**src/rtl/snps_pkg.sv**
```systemverilog
`default_nettype none

package snps_pkg;

    // Sleep states, dense numbering.
    typedef enum logic [3:0] {
        ST_INIT       = 4'd0,
        ST_DOWN       = 4'd1,
        ST_UP         = 4'd2,
        ST_NOT_JOINED = 4'd3,
        ST_POLL_REQ   = 4'd4,
        ST_POLL_CHECK = 4'd5,
        ST_DATA_RX    = 4'd6,
        ST_NO_DATA    = 4'd7,
        ST_POLL_RETRY = 4'd8,
        ST_FAILED     = 4'd9
    } state_t;

    // Reschedule choices.
    typedef enum logic [1:0] {
        SCHED_NOW     = 2'd0,
        SCHED_SUSPEND = 2'd1,
        SCHED_LATER   = 2'd2,
        SCHED_NONE    = 2'd3
    } sched_t;

    // Event kinds.
    localparam logic [1:0] MODE_TICK    = 2'd0;
    localparam logic [1:0] MODE_POLL_CMPL = 2'd1;
    localparam logic [1:0] MODE_POWER_UP  = 2'd2;

    // Network phases.
    localparam logic [1:0] PHASE_STARTUP = 2'd0;
    localparam logic [1:0] PHASE_JOINING = 2'd1;
    localparam logic [1:0] PHASE_ACTIVE  = 2'd2;

    // Joining steps.
    localparam logic [2:0] JSTEP_RETRY_WAIT = 3'd1;
    localparam logic [2:0] JSTEP_KEY_CHECK  = 3'd2;
    localparam logic [2:0] JSTEP_LEAVE_CHECK = 3'd3;

    // Poll request outcomes.
    localparam logic [2:0] PRES_OK         = 3'd0;
    localparam logic [2:0] PRES_NOT_JOINED = 3'd1;
    localparam logic [2:0] PRES_FAIL       = 3'd2;
    localparam logic [2:0] PRES_OTHER      = 3'd5;

    // Poll completion outcomes.
    localparam logic [1:0] CRES_OK_DATA = 2'd0;
    localparam logic [1:0] CRES_NO_DATA = 2'd1;

    // Configuration register indexes.
    localparam int CFG_IDX_W = 3;
    typedef enum logic [CFG_IDX_W-1:0] {
        CFG_SLOW_POLL_LIMIT = 3'd0,
        CFG_FAST_POLL_MS    = 3'd1,
        CFG_SLOW_POLL_MS    = 3'd2,
        CFG_HIBERNATE_MS    = 3'd3,
        CFG_REJOIN_RETRY_MS = 3'd4
    } cfg_idx_t;

    localparam int MS_W   = 24;
    localparam int NAP_W  = 8;

    localparam logic [NAP_W-1:0] SLOW_POLL_LIMIT_RST = 8'd4;
    localparam logic [MS_W-1:0]  FAST_POLL_MS_RST    = 24'd250;
    localparam logic [MS_W-1:0]  SLOW_POLL_MS_RST    = 24'd2000;
    localparam logic [MS_W-1:0]  HIBERNATE_MS_RST    = 24'd60000;
    localparam logic [MS_W-1:0]  REJOIN_RETRY_MS_RST = 24'd30000;

    typedef struct packed {
        logic [NAP_W-1:0] slow_poll_limit;
        logic [MS_W-1:0]  fast_poll_ms;
        logic [MS_W-1:0]  slow_poll_ms;
        logic [MS_W-1:0]  hibernate_ms;
        logic [MS_W-1:0]  rejoin_retry_ms;
    } cfg_t;

    typedef struct packed {
        logic [1:0] mode;
        logic [1:0] stack_phase;
        logic [2:0] joining_step;
        logic [2:0] poll_result;
        logic [1:0] completion_result;
        logic       nap_allowed;
        logic       hibernate_allowed;
    } event_t;

    typedef struct packed {
        state_t          sleep_state_now;
        logic            power_up_cmd;
        logic            power_down_cmd;
        logic            stack_tick_cmd;
        logic            poll_cmd;
        sched_t          schedule;
        logic [MS_W-1:0] delay_ms;
        logic            resume_task;
    } result_t;

endpackage

`default_nettype wire

```
**src/rtl/snps_if.sv**
```systemverilog
`default_nettype none

// Event channel into the sequencer.
interface snps_evt_if;
    logic       valid;
    logic       ready;
    logic [1:0] mode;
    logic [1:0] stack_phase;
    logic [2:0] joining_step;
    logic [2:0] poll_result;
    logic [1:0] completion_result;
    logic       nap_allowed;
    logic       hibernate_allowed;

    modport source (
        output valid, mode, stack_phase, joining_step, poll_result,
               completion_result, nap_allowed, hibernate_allowed,
        input  ready
    );
    modport sink (
        input  valid, mode, stack_phase, joining_step, poll_result,
               completion_result, nap_allowed, hibernate_allowed,
        output ready
    );
endinterface

// Result channel out of the sequencer.
interface snps_res_if;
    logic                       valid;
    logic                       ready;
    logic [3:0]                 sleep_state_now;
    logic                       power_up_cmd;
    logic                       power_down_cmd;
    logic                       stack_tick_cmd;
    logic                       poll_cmd;
    logic [1:0]                 schedule;
    logic [snps_pkg::MS_W-1:0]  delay_ms;
    logic                       resume_task;

    modport source (
        output valid, sleep_state_now, power_up_cmd, power_down_cmd,
               stack_tick_cmd, poll_cmd, schedule, delay_ms, resume_task,
        input  ready
    );
    modport sink (
        input  valid, sleep_state_now, power_up_cmd, power_down_cmd,
               stack_tick_cmd, poll_cmd, schedule, delay_ms, resume_task,
        output ready
    );
endinterface

// Configuration write channel.
interface snps_cfg_if;
    logic                           valid;
    logic                           ready;
    logic [snps_pkg::CFG_IDX_W-1:0] index;
    logic [snps_pkg::MS_W-1:0]      data;

    modport source (
        output valid, index, data,
        input  ready
    );
    modport sink (
        input  valid, index, data,
        output ready
    );
endinterface

`default_nettype wire

```
**src/rtl/snps_step.sv**
```systemverilog
`default_nettype none

// Next-state and command logic for one event.
module snps_step (
    input  var snps_pkg::state_t                 state,
    input  var logic [snps_pkg::NAP_W-1:0]       nap_count,
    input  var snps_pkg::cfg_t                   cfg,
    input  var snps_pkg::event_t                 evt,
    output snps_pkg::state_t                     state_next,
    output logic [snps_pkg::NAP_W-1:0]           nap_count_next,
    output snps_pkg::result_t                    result
);

    logic                      under_limit;
    logic [snps_pkg::MS_W-1:0] long_ms;
    snps_pkg::state_t          nxt;
    snps_pkg::sched_t          sched;
    logic [snps_pkg::MS_W-1:0] delay;
    logic                      up;
    logic                      poll;
    logic                      resume;

    assign under_limit = nap_count < cfg.slow_poll_limit;
    assign long_ms = (state == snps_pkg::ST_NO_DATA) ? cfg.hibernate_ms
                                                     : cfg.rejoin_retry_ms;

    always_comb
    begin
        nxt            = state;
        nap_count_next = nap_count;
        sched          = snps_pkg::SCHED_NONE;
        delay          = '0;
        up             = 1'b0;
        poll           = 1'b0;
        resume         = 1'b0;

        if (evt.mode == snps_pkg::MODE_TICK)
        begin
            sched = snps_pkg::SCHED_NOW;
            case (state)
                snps_pkg::ST_INIT:
                begin
                    if (evt.stack_phase != snps_pkg::PHASE_STARTUP)
                    begin
                        nxt = snps_pkg::ST_UP;
                    end
                end
                snps_pkg::ST_DOWN:
                begin
                    up  = 1'b1;
                    nxt = snps_pkg::ST_UP;
                end
                snps_pkg::ST_UP:
                begin
                    nxt = (evt.stack_phase == snps_pkg::PHASE_ACTIVE)
                          ? snps_pkg::ST_POLL_REQ : snps_pkg::ST_NOT_JOINED;
                end
                snps_pkg::ST_NOT_JOINED:
                begin
                    if (evt.stack_phase == snps_pkg::PHASE_JOINING &&
                        evt.joining_step <= snps_pkg::JSTEP_RETRY_WAIT)
                    begin
                        if (evt.hibernate_allowed)
                        begin
                            nxt   = snps_pkg::ST_DOWN;
                            sched = snps_pkg::SCHED_SUSPEND;
                        end
                        else
                        begin
                            nxt = snps_pkg::ST_UP;
                        end
                    end
                    else if (evt.stack_phase == snps_pkg::PHASE_JOINING &&
                             (evt.joining_step == snps_pkg::JSTEP_KEY_CHECK ||
                              evt.joining_step == snps_pkg::JSTEP_LEAVE_CHECK))
                    begin
                        nap_count_next = '0;
                        nxt            = snps_pkg::ST_POLL_REQ;
                    end
                    else
                    begin
                        nxt = snps_pkg::ST_UP;
                    end
                end
                snps_pkg::ST_POLL_REQ:
                begin
                    poll = 1'b1;
                    // Queue full and allocation failure stay here for a retry.
                    if (evt.poll_result == snps_pkg::PRES_OK)
                    begin
                        nxt = snps_pkg::ST_POLL_CHECK;
                    end
                    else if (evt.poll_result == snps_pkg::PRES_NOT_JOINED)
                    begin
                        nxt = snps_pkg::ST_NOT_JOINED;
                    end
                    else if (evt.poll_result == snps_pkg::PRES_FAIL)
                    begin
                        nxt = snps_pkg::ST_POLL_RETRY;
                    end
                    else if (evt.poll_result >= snps_pkg::PRES_OTHER)
                    begin
                        nxt = snps_pkg::ST_FAILED;
                    end
                end
                snps_pkg::ST_DATA_RX:
                begin
                    if (evt.nap_allowed)
                    begin
                        nap_count_next = '0;
                        nxt            = snps_pkg::ST_DOWN;
                        sched          = snps_pkg::SCHED_LATER;
                        delay          = cfg.fast_poll_ms;
                    end
                end
                snps_pkg::ST_NO_DATA, snps_pkg::ST_POLL_RETRY:
                begin
                    if (under_limit)
                    begin
                        if (evt.nap_allowed)
                        begin
                            nap_count_next = nap_count + 1'b1;
                            nxt            = snps_pkg::ST_DOWN;
                            sched          = snps_pkg::SCHED_LATER;
                            delay          = cfg.slow_poll_ms;
                        end
                    end
                    else if (evt.hibernate_allowed)
                    begin
                        nap_count_next = '0;
                        nxt            = snps_pkg::ST_DOWN;
                        sched          = snps_pkg::SCHED_LATER;
                        delay          = long_ms;
                    end
                end
                default:
                begin
                    // Poll check waits for completion; failed is terminal.
                end
            endcase
        end
        else if (evt.mode == snps_pkg::MODE_POLL_CMPL)
        begin
            if (state == snps_pkg::ST_POLL_CHECK)
            begin
                if (evt.completion_result == snps_pkg::CRES_OK_DATA)
                begin
                    nxt = snps_pkg::ST_DATA_RX;
                end
                else if (evt.completion_result == snps_pkg::CRES_NO_DATA)
                begin
                    nxt = snps_pkg::ST_NO_DATA;
                end
                else
                begin
                    nxt = snps_pkg::ST_POLL_RETRY;
                end
            end
        end
        else if (evt.mode == snps_pkg::MODE_POWER_UP)
        begin
            if (state == snps_pkg::ST_DOWN)
            begin
                up     = 1'b1;
                resume = 1'b1;
                nxt    = snps_pkg::ST_UP;
            end
        end
    end

    assign state_next = nxt;

    always_comb
    begin
        result.sleep_state_now = nxt;
        result.power_up_cmd    = up;
        result.power_down_cmd  = (evt.mode == snps_pkg::MODE_TICK) &&
                                 (nxt == snps_pkg::ST_DOWN);
        result.stack_tick_cmd  = (evt.mode == snps_pkg::MODE_TICK) &&
                                 (nxt != snps_pkg::ST_DOWN);
        result.poll_cmd        = poll;
        result.schedule        = sched;
        result.delay_ms        = delay;
        result.resume_task     = resume;
    end

endmodule

`default_nettype wire

```
**src/rtl/sleepy_node_power_sequencer.sv**
```systemverilog
// Channel   Direction  Handshake    Payload
// evt       in         valid/ready  mode, stack_phase, joining_step, poll_result,
//                                   completion_result, nap_allowed, hibernate_allowed
// res       out        valid/ready  sleep_state_now, power/tick/poll commands,
//                                   schedule, delay_ms, resume_task
// cfg       in         valid/ready  index, data (24 bits, truncated per register)
//
// An event is evaluated against the state registers in the cycle it is accepted,
// and its result appears in the output register in the next cycle.
// A new event can be accepted every cycle while the output register is empty or
// drained; the state feedback through the single step of next-state logic sets that rate.
// Reset clears the sleep state to init, the nap counter to zero and loads the
// register defaults. When the result is not taken, the event channel stalls
// until the output register frees; configuration writes are always accepted.
`default_nettype none

module sleepy_node_power_sequencer (
    input  var logic    clk,
    input  var logic    rst_n,
    snps_evt_if.sink    evt,
    snps_res_if.source  res,
    snps_cfg_if.sink    cfg
);

    // Sleep state and nap counter carried from event to event.
    snps_pkg::state_t               state_reg;
    logic [snps_pkg::NAP_W-1:0]     nap_count_reg;
    snps_pkg::cfg_t                 cfg_reg;

    // Output register holding one finished result.
    snps_pkg::result_t              res_reg;
    logic                           res_valid_reg;

    snps_pkg::event_t               evt_bus;
    snps_pkg::state_t               state_next;
    logic [snps_pkg::NAP_W-1:0]     nap_count_next;
    snps_pkg::result_t              res_next;
    logic                           evt_accept;

    // The event side is ready whenever the output register is empty or is being
    // drained in this same cycle, so back-to-back events flow without a bubble.
    assign evt.ready  = !res_valid_reg || res.ready;
    assign evt_accept = evt.valid && evt.ready;

    assign cfg.ready = 1'b1;

    assign evt_bus.mode              = evt.mode;
    assign evt_bus.stack_phase       = evt.stack_phase;
    assign evt_bus.joining_step      = evt.joining_step;
    assign evt_bus.poll_result       = evt.poll_result;
    assign evt_bus.completion_result = evt.completion_result;
    assign evt_bus.nap_allowed       = evt.nap_allowed;
    assign evt_bus.hibernate_allowed = evt.hibernate_allowed;

    snps_step u_step (
        .state          (state_reg),
        .nap_count      (nap_count_reg),
        .cfg            (cfg_reg),
        .evt            (evt_bus),
        .state_next     (state_next),
        .nap_count_next (nap_count_next),
        .result         (res_next)
    );

    // State and output-valid control.
    always_ff @(posedge clk or negedge rst_n)
    begin
        if (!rst_n)
        begin
            state_reg     <= snps_pkg::ST_INIT;
            nap_count_reg <= '0;
            res_valid_reg <= 1'b0;
        end
        else
        begin
            if (evt_accept)
            begin
                state_reg     <= state_next;
                nap_count_reg <= nap_count_next;
                res_valid_reg <= 1'b1;
            end
            else if (res.ready)
            begin
                res_valid_reg <= 1'b0;
            end
        end
    end

    // Result payload only changes when a new event is accepted.
    always_ff @(posedge clk)
    begin
        if (evt_accept)
        begin
            res_reg <= res_next;
        end
    end

    // Configuration registers; a write to an unknown index is dropped.
    always_ff @(posedge clk or negedge rst_n)
    begin
        if (!rst_n)
        begin
            cfg_reg.slow_poll_limit <= snps_pkg::SLOW_POLL_LIMIT_RST;
            cfg_reg.fast_poll_ms    <= snps_pkg::FAST_POLL_MS_RST;
            cfg_reg.slow_poll_ms    <= snps_pkg::SLOW_POLL_MS_RST;
            cfg_reg.hibernate_ms    <= snps_pkg::HIBERNATE_MS_RST;
            cfg_reg.rejoin_retry_ms <= snps_pkg::REJOIN_RETRY_MS_RST;
        end
        else if (cfg.valid)
        begin
            case (cfg.index)
                snps_pkg::CFG_SLOW_POLL_LIMIT:
                    cfg_reg.slow_poll_limit <= cfg.data[snps_pkg::NAP_W-1:0];
                snps_pkg::CFG_FAST_POLL_MS:
                    cfg_reg.fast_poll_ms    <= cfg.data;
                snps_pkg::CFG_SLOW_POLL_MS:
                    cfg_reg.slow_poll_ms    <= cfg.data;
                snps_pkg::CFG_HIBERNATE_MS:
                    cfg_reg.hibernate_ms    <= cfg.data;
                snps_pkg::CFG_REJOIN_RETRY_MS:
                    cfg_reg.rejoin_retry_ms <= cfg.data;
                default:
                begin
                end
            endcase
        end
    end

    assign res.valid           = res_valid_reg;
    assign res.sleep_state_now = res_reg.sleep_state_now;
    assign res.power_up_cmd    = res_reg.power_up_cmd;
    assign res.power_down_cmd  = res_reg.power_down_cmd;
    assign res.stack_tick_cmd  = res_reg.stack_tick_cmd;
    assign res.poll_cmd        = res_reg.poll_cmd;
    assign res.schedule        = res_reg.schedule;
    assign res.delay_ms        = res_reg.delay_ms;
    assign res.resume_task     = res_reg.resume_task;

endmodule

`default_nettype wire

```
**src/flat_wrapper.sv**
```systemverilog
// flat-port wrapper written by rule: the top's interface ports become plain ports
module sleepy_node_power_sequencer_flat 
  (clk, rst_n, evt_valid, evt_mode, evt_stack_phase, evt_joining_step, evt_poll_result, evt_completion_result, evt_nap_allowed, evt_hibernate_allowed, evt_ready, res_valid, res_sleep_state_now, res_power_up_cmd, res_power_down_cmd, res_stack_tick_cmd, res_poll_cmd, res_schedule, res_delay_ms, res_resume_task, res_ready, cfg_valid, cfg_index, cfg_data, cfg_ready);
  snps_evt_if evt_i ();
  snps_res_if res_i ();
  snps_cfg_if cfg_i ();
  input  var logic clk;
  input  var logic rst_n;
  input wire logic [$bits(evt_i.valid)-1:0] evt_valid;
  input wire logic [$bits(evt_i.mode)-1:0] evt_mode;
  input wire logic [$bits(evt_i.stack_phase)-1:0] evt_stack_phase;
  input wire logic [$bits(evt_i.joining_step)-1:0] evt_joining_step;
  input wire logic [$bits(evt_i.poll_result)-1:0] evt_poll_result;
  input wire logic [$bits(evt_i.completion_result)-1:0] evt_completion_result;
  input wire logic [$bits(evt_i.nap_allowed)-1:0] evt_nap_allowed;
  input wire logic [$bits(evt_i.hibernate_allowed)-1:0] evt_hibernate_allowed;
  output wire logic [$bits(evt_i.ready)-1:0] evt_ready;
  output wire logic [$bits(res_i.valid)-1:0] res_valid;
  output wire logic [$bits(res_i.sleep_state_now)-1:0] res_sleep_state_now;
  output wire logic [$bits(res_i.power_up_cmd)-1:0] res_power_up_cmd;
  output wire logic [$bits(res_i.power_down_cmd)-1:0] res_power_down_cmd;
  output wire logic [$bits(res_i.stack_tick_cmd)-1:0] res_stack_tick_cmd;
  output wire logic [$bits(res_i.poll_cmd)-1:0] res_poll_cmd;
  output wire logic [$bits(res_i.schedule)-1:0] res_schedule;
  output wire logic [$bits(res_i.delay_ms)-1:0] res_delay_ms;
  output wire logic [$bits(res_i.resume_task)-1:0] res_resume_task;
  input wire logic [$bits(res_i.ready)-1:0] res_ready;
  input wire logic [$bits(cfg_i.valid)-1:0] cfg_valid;
  input wire logic [$bits(cfg_i.index)-1:0] cfg_index;
  input wire logic [$bits(cfg_i.data)-1:0] cfg_data;
  output wire logic [$bits(cfg_i.ready)-1:0] cfg_ready;
  assign evt_i.valid = evt_valid;
  assign evt_i.mode = evt_mode;
  assign evt_i.stack_phase = evt_stack_phase;
  assign evt_i.joining_step = evt_joining_step;
  assign evt_i.poll_result = evt_poll_result;
  assign evt_i.completion_result = evt_completion_result;
  assign evt_i.nap_allowed = evt_nap_allowed;
  assign evt_i.hibernate_allowed = evt_hibernate_allowed;
  assign evt_ready = evt_i.ready;
  assign res_valid = res_i.valid;
  assign res_sleep_state_now = res_i.sleep_state_now;
  assign res_power_up_cmd = res_i.power_up_cmd;
  assign res_power_down_cmd = res_i.power_down_cmd;
  assign res_stack_tick_cmd = res_i.stack_tick_cmd;
  assign res_poll_cmd = res_i.poll_cmd;
  assign res_schedule = res_i.schedule;
  assign res_delay_ms = res_i.delay_ms;
  assign res_resume_task = res_i.resume_task;
  assign res_i.ready = res_ready;
  assign cfg_i.valid = cfg_valid;
  assign cfg_i.index = cfg_index;
  assign cfg_i.data = cfg_data;
  assign cfg_ready = cfg_i.ready;
  sleepy_node_power_sequencer u_core (.clk(clk), .rst_n(rst_n), .evt(evt_i), .res(res_i), .cfg(cfg_i));
endmodule
```
**config.mk**
```make
export PLATFORM = sky130hd
export DESIGN_NAME = sleepy_node_power_sequencer_flat
export DESIGN_NICKNAME = d
export VERILOG_FILES = /design/src/rtl/snps_pkg.sv /design/src/rtl/snps_if.sv /design/src/rtl/snps_step.sv /design/src/rtl/sleepy_node_power_sequencer.sv /design/src/flat_wrapper.sv
export SDC_FILE = /design/constraint.sdc
export NUM_CORES = 1
export LEC_CHECK = 0
export BUFFER_PORTS_ARGS = -buffer_cell sky130_fd_sc_hd__buf_4
export CORE_UTILIZATION = 63
export DETAILED_ROUTE_END_ITERATION = 7
export GPL_TIMING_DRIVEN = 0
export PLACE_DENSITY = 0.85
export RECOVER_POWER = 100
export SETUP_SLACK_MARGIN = 0.5
export SYNTH_ARGS = -nofsm -noshare
export SYNTH_HDL_FRONTEND = slang
export SYNTH_SLANG_ARGS = --single-unit
```
**constraint.sdc**
```tcl
create_clock -name clk -period 6.5 [get_ports clk]
set_clock_uncertainty 0.2 [all_clocks]
set_input_delay 1.3 -clock clk [delete_from_list [all_inputs] [get_ports clk]]
set_output_delay 1.3 -clock clk [all_outputs]
set_load 0.1 [all_outputs]
```
## Word-level counts from Yosys, hierarchy flattened

Cells that the tools add are included.

- Magnitude comparators: 3
- Reduce and logical (&&, ||, !) cells: 23
- Multiplexer cells: 46
- Add/subtract/negate cells: 1
- Eq/ne operators: 28

Operator list:

| cell | number |
|---|---|
| two-way mux 24 bit | 5 |
| two-way mux 4 bit | 16 |
| two-way mux 8 bit | 6 |
| case mux 24 bit (2 select lines) | 1 |
| case mux 4 bit (7 select lines) | 1 |
| case mux 8 bit (3 select lines) | 1 |
| equality test 4 x 3 -> 1 bit, second input constant | 4 |
| equality test 3 x 2 -> 1 bit, second input constant | 5 |
| AND reduction 2 bit | 5 |
| two-way mux 1 bit | 9 |
| adder 8 x 1 -> 8 bit, second input constant | 1 |
| equality test 4 x 1 -> 1 bit, second input constant | 2 |
| equality test 4 x 2 -> 1 bit, second input constant | 2 |
| less-than comparator 8 bit | 1 |
| two-way mux 2 bit | 4 |
| AND reduction 8 bit | 1 |
| equality test 2 x 1 -> 1 bit, second input constant | 3 |
| equality test 3 x 1 -> 1 bit, second input constant | 2 |
| zero test 3 bit | 2 |
| two-way mux 3 bit | 2 |
| inequality test 2 bit, second input constant | 3 |
| inequality test 3 bit, second input constant | 2 |
| case mux 2 bit (3 select lines) | 1 |
| logical AND 1 bit | 5 |
| other kinds (13) | 17 |

- Logic and storage cells: 117
- Output and inout port bits: 38
- Input bits: 46
- Register bits after elaboration: 152

## Longest topological paths before layout

Gate-level depths: netlist of run 1.

- Word-level depth: 9
- Mapped depth: 10
- Depth with buffers taken out: 8

## By module

From an unflattened synthesis of run 1, not the netlist that was laid out.

- Cells, all modules: 595
- Area, all modules: 7657.3 um^2

Modules (own cells, without submodules):

| module | area an instance (um^2) | instances | cells each | sequential area each (um^2) |
|---|---|---|---|---|
| sleepy_node_power_sequencer | 5551.6 | 1 | 291 | 4012.6 |
| snps_step | 2105.8 | 1 | 304 | 0.0 |

## Worst setup path before layout of run 1

No wires, ideal clock.

- Kind: input to register
- Start point: input res_ready
- End point: register u_core.nap_count_reg[1] (netlist name)
- Buffers on the path: 0
- Path slack: 2.226 ns
- Stages on the path: 6
- Data arrival time: 3.949 ns
- Setup time: 0.125 ns
- Cells stage by stage: nand2b_1 nand2_1 inv_1 o211a_1 and2_4 mux2_4

- Word-level cells in the longest chain between the ends: 3

RTL lines:

| element | line | source |
|---|---|---|
| from (decl) | flat_wrapper.sv:27 | `input wire logic [$bits(res_i.ready)-1:0] res_ready;` |
| logical OR 1 bit | sleepy_node_power_sequencer.sv:42 | `assign evt.ready = !res_valid_reg \|\| res.ready;` |
| logical AND 1 bit | sleepy_node_power_sequencer.sv:43 | `assign evt_accept = evt.valid && evt.ready;` |
| named net u_core.evt_accept | sleepy_node_power_sequencer.sv:38 | `logic evt_accept;` |
| AND reduction 8 bit (no source line) | -- |  |
| to (signal assigned) | sleepy_node_power_sequencer.sv:79 | `nap_count_reg <= nap_count_next;` |
| to (decl) | sleepy_node_power_sequencer.sv:27 | `logic [snps_pkg::NAP_W-1:0] nap_count_reg;` |

The timed path passes the listed nets, and every way through them passes these cells.
A chain may end at the register's enable or synchronous reset.

==> results.ini, run 1 <==
[clock_network]
ctsHoldBuffers=0
ctsResizeCount=0
clockRootBuffer=clkbuf_16
clk_pin_slew_worst_paths_ns=0.06
ctsHtreeMaxLevel=4
cts.sinks=152
cts_tree=built
clk-insertion-delay-late_ns=0.43
cts_setup_buffers=0
cts_buffer_depth=2
numCtsBuffers=17

[setup_path]
cpLargestDelayFamily=buffers and inverters
critPathArrivalTime_ns=3.89
crit_path_max_incr_delay_ns=1.84
cp-start-kind=input port
critPathLaunch=rst_n
reg2reg_slack_ns=3.10
critPathBufInv=2
slowest_stage=clkbuf_2
endpoint_kind=async pin
worstSetupPathType=input port to async pin
path_cells=clkbuf_1 > clkbuf_2
cp_max_fo=100
r2r-start=u_core.cfg_reg[98]$_DFFE_PN1P_
crit_required_ns=6.33

[grt]
grt_pass1_wl_um=28100
grt_pass1_vias=5517
antenna_found_initial=0
grt_remaining_overflow=0
grt_max_degree=118
grt_usage=0.320

[power]
p_int_uw=2070
net-switching-power_uw=936
ir_drop_v=0.000278
leakagePower_uw=0.00343
powerDensity_mw_per_mm2=354
power_frac_clock=0.326
pwr-share-seq=0.421
comb_power_share=0.252
swShare=0.311
total_power_uw=3010

[synthesis]
synth_area_per_cell_um2=12.0
ys_seq_area_frac=0.549
ys_seq_elements=152
synth-edff-count=35
synth_common_cells=119 x mux2_2, 90 x dfrtp_1, 61 x nand2_1
yosysUniqueCellTypes=58
synth_warnings=0
synth.most_common_cell=mux2_2
synth_flop_cell=dfrtp_1
synth_top_area_frac=0.308
syn_nets=665
synth.cell_area_mm2=0.00731
synthCells=611
async_flop_share=0.770
yosys.area.top_type=dfrtp_1
synth_area_leaders=dfrtp_1 31%, mux2_2 18%, edfxtp_1 14%

[finish]
final_nets=765
drive_above_1_share=0.311
final_cell_area_mm2=0.00850
areaGrowthSynthToFinish_pct=16.3
fill_cells=737
multi_input_area_mm2=0.00307
num_antenna_cells=0
fin_cells=864
largest_reg_flops=104
seqCellArea_mm2=0.00401

[route]
firstDrtPassIters=5
vias=5401
wirelength_um=17800
ant_nets=0
drt_iter0_markers=480
post_drt_wl_per_cell_um=20.6
vias_per_cell=6.25
drc=0

[sta]
fin_crit_sh=0.625
max_freq_ghz=0.246
rsz0062_at_grt=no
relSlewSlack=-0.601
setup_viol_count_final=0
period_minus_slack_ns=4.06
drv_slew=141
setup_tns_ns=0
max_slew.worst_pin.slew_ns=2.40
timing.hold.ws_ns=0.301
hold_violations=0

[place]
dpl_cell_area_mm2=0.00809
gp_congestion=0.922
dp_hpwl_um=11600
dp_cells=831
portBuffers=80

[die]
fp.dieH_um=110
initial_utilization=0.660
placementRows=38
die_w_um=110
io_pins=84
core_mm2=0.0111
die_area_mm2=0.0120

[run]
cap_viol_max_count=2

[hold_path]
hold_path_class=register to register
holdCritStartpoint=u_core.cfg_reg[66]$_DFFE_PN0P_

[status]
violations=capacitance limit, slew limit
status=complete, but fails checks

==> per-stage QoR <==
step	setup WS [ns]	utilization
2_1_floorplan	2.23	-
3_3_place_gp	2.39	0.730
3_5_place_dp	2.86	0.730
4_1_cts	3.19	0.783
5_1_grt	1.79	0.767
6_report	2.44	0.767
==> worst reg2reg max path, delay by kind of cell (launching register included) <==
| kind | cells | cell delay, ns |
|---|---|---|
| buffers and inverters | 2 | 0.33 |
| DFF | 1 | 0.52 |
| AOI/OAI and AO/OA | 5 | 1.31 |
| adders and majority gates | 1 | 0.27 |
| and+or+nand+nor | 1 | 0.52 |
==> per-layer routing <==
layer  up-vias  wire [um]  track usage  part of all wire
met4         0        404        0.147             0.023
met2       237       9000        0.530              0.51
met1      2710       7350        0.399              0.41
li1       2417          -            -                 -
met5         -          0            0                 0
met3        37       1040       0.0765             0.058
==> cell families (layout without fill, tap and decap cells) <==
kind of cell    count (synthesis)  count (layout)  share of synthesized area
buf+inv                        52             165                     0.0294
simple gates                  162             162                      0.111
fa+ha+maj                       8               8                     0.0137
compound gates                108             108                      0.100
xor+xnor                        1               1                    0.00120
other cells                     1               1                   0.000513
flops                         152             152                      0.549
mux                           127             127                      0.195
==> final timing paths <==
path                                                             to  depth (start not counted)
max in group clk                                          evt_ready                          3
worst min-delay path                 u_core.cfg_reg[66]$_DFFE_PN0P_                          1
worst max-delay path                 u_core.cfg_reg[67]$_DFFE_PN0P_                          2
worst min register to register       u_core.cfg_reg[66]$_DFFE_PN0P_                          1
min in group asynchronous            u_core.cfg_reg[96]$_DFFE_PN0P_                          1
worst max register to register  u_core.res.stack_tick_cmd$_DFFE_PP_                          9
==> cell type report <==
cell class / instances / share of cell area
clock buffer: 22 / 0.0559
sequential: 152 / 0.472
multi-input combinational: 407 / 0.361
inverter: 15 / 0.00662
tap: 140 / 0.0206
clock inverter: 10 / 0.0134
buffer: 37 / 0.0177
timing repair buffer: 81 / 0.0527
==> power groups by stage <==
stage          Clock [uW]  Sequential, uW  Combinational (uW)
2_1_floorplan           0            1370                 457
3_3_place_gp            0            1270                 737
3_5_place_dp            0            1280                 761
4_1_cts               988            1270                 772
5_1_grt              1020            1290                 815
6_report              982            1270                 760
==> cells in the final DEF, fill, tap and decap left out, drive strengths merged, types with 3 or more instances in the layout <==
| master | netlist | routed |
|---|---|---|
| dfrtp | 90 | 90 |
| o21ai | 20 | 20 |
| mux2i | 7 | 7 |
| inv | 15 | 19 |
| dfstp | 27 | 27 |
| a21oi | 32 | 32 |
| nand2b | 10 | 10 |
| edfxtp | 35 | 35 |
| ha | 8 | 8 |
| nor2 | 12 | 12 |
| o2bb2ai | 6 | 6 |
| nor3 | 7 | 7 |
| nand2 | 61 | 61 |
| nor2b | 3 | 3 |
| a211o | 3 | 3 |
| clkinv | 0 | 4 |
| o311ai | 4 | 4 |
| nor4 | 3 | 3 |
| and3 | 9 | 9 |
| a21o | 22 | 22 |
| and2 | 4 | 4 |
| buf | 9 | 43 |
| nand3 | 31 | 31 |
| clkbuf | 28 | 97 |
| mux2 | 120 | 120 |
| or2 | 7 | 7 |
(Power assumes the default switching activity.)
==> run 2: changes to the inputs <==
--- a/config.mk
+++ b/config.mk
@@ -6,10 +6,10 @@
 export NUM_CORES = 1
 export LEC_CHECK = 0
 export BUFFER_PORTS_ARGS = -buffer_cell sky130_fd_sc_hd__buf_4
-export CORE_UTILIZATION = 63
+export CORE_UTILIZATION = 53
 export DETAILED_ROUTE_END_ITERATION = 7
 export GPL_TIMING_DRIVEN = 0
-export PLACE_DENSITY = 0.85
+export PLACE_DENSITY = 0.76
 export RECOVER_POWER = 100
 export SETUP_SLACK_MARGIN = 0.5
 export SYNTH_ARGS = -nofsm -noshare
==> constraint.sdc (replaced) <==
create_clock -name clk -period 3.4 [get_ports clk]
set_clock_uncertainty 0.2 [all_clocks]
set_input_delay 0.68 -clock clk [delete_from_list [all_inputs] [get_ports clk]]
set_output_delay 0.68 -clock clk [all_outputs]
set_load 0.1 [all_outputs]
==> run 2 against run 1 <==
Compared with the run above:
- the run now ends clean
- combinational power rose by 97%
- first-iteration DRC count down 10%
- total power grew 85%
- sequential cell count is the same
- via count hardly changed
- cell count rose by 5.0%
- worst setup slack worse by 2.1 ns
- sequential share of layout area fell by 0.71 points
- global-route usage down 6.0 points
- critical endpoint is now u_core.res.delay_ms[4]$_SDFFCE_PN0P_
==> results.ini, run 2 (synthesis results as in run 1) <==
[clock_network]
clk_pin_slew_worst_paths_ns=0.06
ctsHtreeMaxLevel=4
cts_buffer_depth=2
clk-insertion-delay-late_ns=0.43
clockRootBuffer=clkbuf_16
cts_tree=built
cts.sinks=152
numCtsBuffers=17

[setup_path]
critPathArrivalTime_ns=2.95
slowest_stage=clkbuf_1
critical_path.most_common_cell=a211o_1
crit_required_ns=3.34
reg2reg_depth=9
reg2reg_slack_ns=0.38
crit_path_max_incr_delay_ns=0.46
cp-start-kind=register
endpoint_kind=register
cp_max_fo=10
worstSetupPathType=register to register
r2r-start=u_core.nap_count_reg[5]$_DFFE_PN0P_
reg2reg_to=u_core.res.delay_ms[4]$_SDFFCE_PN0P_
path_cells=ha_1 > a211o_1 > o211a_1 > a211o_1 > buf_6 > o21ai_1 > clkbuf_1 > a21o_1 > a21oi_1

[place]
dp_slack_ns=0.156
portBuffers=80
dpl_cell_area_mm2=0.00817
dp_hpwl_um=11700
gp_congestion=0.900
dp_cells=868

[sta]
hold_violations=0
max_freq_ghz=0.332
max_slew.worst_pin.slew_ns=1.26
fin_ws_ns=0.385
setup_viol_count_final=0
relSlewSlack=0.163
rsz0062_at_grt=no
drv_slew=0
fin_crit_sh=0.887
setup_tns_ns=0
period_minus_slack_ns=3.02

[finish]
largest_reg_flops=104
final_cell_mix=119 x mux2_2, 88 x dfrtp_1, 67 x clkbuf_1, 61 x nand2_1, 42 x buf_4
final_cell_area_mm2=0.00864
drive_above_1_share=0.349
final_nets=772
areaGrowthSynthToFinish_pct=18.2
fin_cells=907
mostFrequentLayoutCell=mux2_2
num_antenna_cells=0
fill_cells=1086

[grt]
grt_pass1_wl_um=28000
grt_remaining_overflow=0
grt_max_degree=73
grt_usage=0.260
grt_pass1_vias=5421
antenna_found_initial=0

[die]
io_pins=84
die_area_mm2=0.0143
die_w_um=119
core_mm2=0.0133
initial_utilization=0.548
placementRows=42
fp.dieH_um=119

[status]
status=completed

[hold_path]
hold_path_class=input port to register
holdCritStartpoint=evt_valid
hold_path_end=u_core.res.valid$_DFFE_PN0P_
hold_path_depth=2

[power]
net-switching-power_uw=1800
ir_drop_v=0.000362
p_int_uw=3780
total_power_uw=5580
leakagePower_uw=0.00344
swShare=0.323
power_frac_clock=0.297
powerDensity_mw_per_mm2=645
pwr-share-seq=0.435
comb_power_share=0.268

[route]
vias=5396
ant_nets=0
vias_per_cell=5.95
post_drt_wl_per_cell_um=19.8
drc=0
drt_iter0_markers=432
wirelength_um=17900
firstDrtPassIters=5

[run]
cap_viol_max_count=0

[run 2: worst max path at each step]
stage / endpoint / depth (start not counted) / from / slack, ns
CTS: u_core.res.delay_ms[0]$_SDFFCE_PN0P_ / 9 / u_core.cfg_reg[98]$_DFFE_PN1P_ / 0.49
floorplan: u_core.nap_count_reg[1]$_DFFE_PN0P_ / 6 / res_ready / 0.52
global placement: u_core.nap_count_reg[1]$_DFFE_PN0P_ / 7 / res_ready / 0.17
detailed placement: u_core.nap_count_reg[1]$_DFFE_PN0P_ / 7 / res_ready / 0.16
finish: u_core.res.delay_ms[4]$_SDFFCE_PN0P_ / 9 / u_core.nap_count_reg[5]$_DFFE_PN0P_ / 0.38
global route: u_core.res.delay_ms[4]$_SDFFCE_PN0P_ / 9 / u_core.nap_count_reg[5]$_DFFE_PN0P_ / 0.29
[run 2: critical path, delay by kind of cell, from the launching register on]
kind | cells | cell delay, ns
AOI/OAI and AO/OA | 6 | 1.17
adders and majority gates | 1 | 0.33
buffers and inverters | 2 | 0.60
DFF | 1 | 0.43
[run 2: metal layers]
metal,routed length [um],share of wire,up-vias,global-route usage
met5,0,0,-,0
met4,588,0.033,0,0.127
met3,782,0.044,47,0.0455
met2,9030,0.50,182,0.442
met1,7540,0.42,2738,0.319
li1,-,-,2429,-
[run 2: power by group through the flow]
stage	clock network, uW	registers, uW	logic, uW
final	1660	2420	1500
after global routing	1750	2460	1600
after CTS	1670	2420	1500
after detailed placement	0	2450	1460
after global placement	0	2420	1420
after floorplan	0	2620	876
[run 2: repair_timing]
item                                   in CTS  in global routing
gates cloned                                0                  1
endpoints found under the hold margin       0                  0
hold buffers                                0                  0
setup endpoints to repair                  33                 38
setup buffers                               2                  4
pin swaps                                   3                  7
resized for setup                          11                 14
[run 2: cell type report]
cell class,instances,area (um^2),share of cell area
Tap cell,176,220,0.0255
Sequential cell,152,4020,0.465
Clock buffer,19,433,0.0501
Timing Repair inverter,1,5.00,0.000579
Buffer,37,166,0.0193
Clock inverter,13,81.3,0.00941
Multi-Input combinational cell,407,3140,0.364
Timing Repair Buffer,87,517,0.0598
Inverter,15,60.1,0.00695
[run 2: stage by stage]
stage               hold slack, ns   util
floorplan                    0.184      -
global placement             0.282  0.610
detailed placement           0.290  0.612
CTS                         0.0860  0.654
global route                 0.274  0.648
finish                       0.253  0.648
